--- src/sprng_mul.sv ---
// ----------------------------------------------------------------------------
// sprng_mul: shared 64x64 low-half multiplier
// Forms the low 64 bits of a product from three 32x32 partial products, one
// per cycle (the high-by-high product never reaches the low half); done
// pulses for one cycle with the registered product.
// ----------------------------------------------------------------------------
module sprng_mul (
  input  logic        clk,
  input  logic        rst,
  input  logic        start,
  input  logic [63:0] a,
  input  logic [63:0] b,
  output logic        done,
  output logic [63:0] p
);

  logic [63:0] ra, rb;
  logic [1:0]  step;
  logic        busy;
  logic [31:0] op_a, op_b;
  logic [63:0] pp;

  always_comb begin
    case (step)
      2'd0: begin op_a = ra[31:0];  op_b = rb[31:0];  end
      2'd1: begin op_a = ra[63:32]; op_b = rb[31:0];  end
      2'd2: begin op_a = ra[31:0];  op_b = rb[63:32]; end
      default: begin op_a = 32'd0;  op_b = 32'd0;     end
    endcase
  end

  assign pp = 64'(op_a) * 64'(op_b);

  always_ff @(posedge clk) begin
    if (rst) begin
      busy <= 1'b0;
      done <= 1'b0;
      step <= 2'd0;
    end else begin
      done <= 1'b0;
      if (start) begin
        ra   <= a;
        rb   <= b;
        busy <= 1'b1;
        step <= 2'd0;
        p    <= 64'd0;
      end else if (busy) begin
        if (step == 2'd0) p <= pp;
        else p <= p + {pp[31:0], 32'd0};
        if (step == 2'd2) begin
          busy <= 1'b0;
          done <= 1'b1;
        end
        step <= step + 2'd1;
      end
    end
  end

endmodule

--- config.mk ---
export PLATFORM = sky130hd
export DESIGN_NAME = sprng_mul
export DESIGN_NICKNAME = d
export VERILOG_FILES = /design/src/sprng_mul.sv
export SDC_FILE = /design/constraint.sdc
export NUM_CORES = 2
export LEC_CHECK = 0
export ABC_CLOCK_PERIOD_IN_PS = 11400
export BUFFER_PORTS_ARGS = -buffer_cell sky130_fd_sc_hd__buf_2
export CORE_ASPECT_RATIO = 1.1
export CORE_MARGIN = 2
export CORE_UTILIZATION = 50
export CTS_CLUSTER_SIZE = 25
export DETAILED_ROUTE_END_ITERATION = 8
export PLACE_DENSITY_LB_ADDON = 0.2
export REMOVE_ABC_BUFFERS = 1
export SLEW_MARGIN = 40
export SYNTH_ARGS = -nofsm -noshare
export SYNTH_HDL_FRONTEND = slang
export SYNTH_SLANG_ARGS = --single-unit
--- constraint.sdc ---
create_clock -name clk -period 11.4 [get_ports clk]
set_input_delay 1.14 -clock clk [delete_from_list [all_inputs] [get_ports clk]]
set_output_delay 1.14 -clock clk [all_outputs]
set_load 0.1 [all_outputs]
==> results.ini <==
[clocking]
cts.sink_count=196
cts.hold.buffers_added=0
cts_tree=done
tritoncts.num_buffers=17
clk_latency_worst_skew_pair_ns=0.51
h-tree-depth=4
cts_root_buffer=clkbuf_16
cts-resized-gates=0
post_cts.repair.setup_buffers=0
cts-root-to-sink-buffers=2
clk_pin_slew_ns=0.09

[global_route]
grt_max_degree=71
number_of_global_route_vias_before_repair=33000
grt_pass1_wl_mm=202
number_of_antenna_violations_at_the_first_check_in_global_routing=1
grt-ovfl-total=0
track_usage_pct=32.0

[route]
drc=0
vias_per_cell=5.64
routed_wl_mm=131
wl_met1_mm=51.3
final_antenna_net_count=0
dr_wl_met2_mm=61.5
avgRoutedWirePerCell_um=23.5
detailroute.wirelength.met3_mm=11.0
top_layer=met5
via_count=31500
drt-pass1-iter-count=6
drt_iter0_drc=2887

[cells_and_area]
stdcell_area_um2=44300
flow.area_growth_from_synthesis_pct=7.30
layout-drive-gt1-share_pct=9.59
net_count_reported_at_finish=5830
mostFrequentLayoutCell=inv_1
final_cells=5579
antennaDiodeCount=0
fill_cells=7566
final_cell_mix=inv_1 (904), fa_1 (897), nand2_1 (714), nor2_1 (444), ha_1 (297)

[sta]
finalClockSkew_ns=0.0303
whs_ns=0.587
timing.slew.headroom_pct=38.4
final_max_slew_viol_count=0
number_of_endpoints_with_negative_hold_slack_in_the_final_report=0
timing_worst_slew_pin_value_ns=0.924
layout_worst_path_cycle_share_pct=93.5
setup_viol_count_final=0
layout_setup_ws_ns=0.738
final_period_minus_worst_setup_slack_ns=10.66
max_clock_freq_mhz=93.8
rsz0062_at_grt=false

[floorplan]
row_count=110
die_h_um=305
die_w_um=278
io_pins=196
core-area_um2=81800
floorplan.initialDensity_pct=50.5
die_outline_area_um2=84900

[yosys]
post_synth.cell_area_avg_um2=9.38
async_reset_ff_share_pct=0
netlist-cell-type-count=77
synth_edf_count=192
synthFlopType=edfxtp_1
synthesis.area_um2=41300
synth.yosys.seq_area_share_pct=14.2
ys.warnings.count=0
synth-seq-cells=196
netlist_instances=4400

[placed_design]
final_estimated_routing_congestion_in_global_placement=1.05
numPortBuffers=195
dpl-instance-area_um2=43600
post-place-ws_ns=0.862
dp.cells=5545
place_hpwl_mm=110

[critical_path]
timing.reg2reg.setup_slack_ns=0.74
crit_start=step[0]
cpMostUsedCell=fa_1
end_kind=flip-flop
cp.required_ns=11.65
critical_path_peak_fanout=31
reg2reg_from=step[0]
critical_path.startpoint_type=flip-flop
critPathMaxStageDelay_ns=0.57
critical_path_cell_with_the_highest_stage_delay=or2_2
critical_path_arrival_ns=10.92
critPathKind=reg2reg

[flow_run]
cap_viol_max_count=0

[worst_hold_path]
holdCritPathClass=reg2reg
hold_path_startpoint=p[20]

[status]
run_status=finished, final reports clean

==> synth_stat cells, drive strengths merged, types with 19 or more instances <==
cell | count | area share [%]
o21ai | 48 | 0.59
edfxtp | 192 | 14
xor2 | 37 | 0.79
nand2 | 714 | 6.5
mux2i | 34 | 0.82
nor3 | 19 | 0.23
inv | 904 | 8.2
fa | 897 | 44
a21oi | 97 | 1.2
ha | 300 | 9.1
clkbuf | 219 | 2.1
a22oi | 54 | 0.98
a22o | 36 | 0.76
nor2 | 463 | 4.2
a21o | 56 | 1.0
xnor2 | 46 | 0.98
or2 | 33 | 0.50
and2 | 23 | 0.36
==> per-stage QoR <==
step	TNS (ns)	util, %
after floorplan	-0.604	-
after global placement	0	53.4
after detailed placement	0	53.4
after CTS	0	54.1
after global routing	0	54.2
final	0	54.2
==> critical path, delay by kind of cell, from the launching register on <==
family | cells | cell delay, ns
buffers and inverters | 9 | 1.01
DFF | 1 | 0.42
adders and majority gates | 11 | 5.02
and+or+nand+nor | 6 | 1.26
AOI/OAI and AO/OA | 12 | 2.32
xor gates and xnor gates | 1 | 0.35
==> area by class of cell <==
class / count / area (um^2) / area share (%)
clock buffers: 18 / 429 / 0.969
clock inverters: 14 / 178 / 0.401
inverters: 904 / 3390 / 7.66
multi-input cells: 3065 / 31200 / 70.4
flip-flops and latches: 196 / 5850 / 13.2
well taps: 1064 / 1330 / 3.01
repair buffers: 318 / 1920 / 4.34
==> cell families (layout without fill, tap and decap cells) <==
group | after synthesis | in the layout | share of synthesized area [%]
and+or+nand+nor | 1343 | 1343 | 13.2
adders and majority gates | 1197 | 1197 | 52.6
buffers and inverters | 1139 | 1254 | 10.5
AOI/OAI and AO/OA | 407 | 407 | 6.84
DFF | 196 | 196 | 14.2
xor gates and xnor gates | 84 | 84 | 1.82
muxes | 34 | 34 | 0.825
==> per-layer routing <==
metal  vias to the layer above  global-route usage (%)
li1                      13600                       -
met5                         -                       0
met4                         2                    14.9
met2                      1435                    51.5
met3                       319                    5.89
met1                     16100                    42.2
==> sequential cells by signal, summed over array words and instances (netlist names) <==
| register | flops |
|---|---|
| p | 64 |
| done | 1 |
| rb | 64 |
| busy | 1 |
| step | 2 |
| ra | 64 |
==> final timing paths <==
| check | to | cells after the start |
|---|---|---|
| worst min register to register | p[20] | 1 |
| worst max-delay path | p[63] | 39 |
| worst max register to register | p[63] | 39 |
| worst min-delay path | p[20] | 1 |
Power is left out: the tool's default activity adds up to more than one toggle a clock period on the data nets, which glitch-free logic cannot reach.
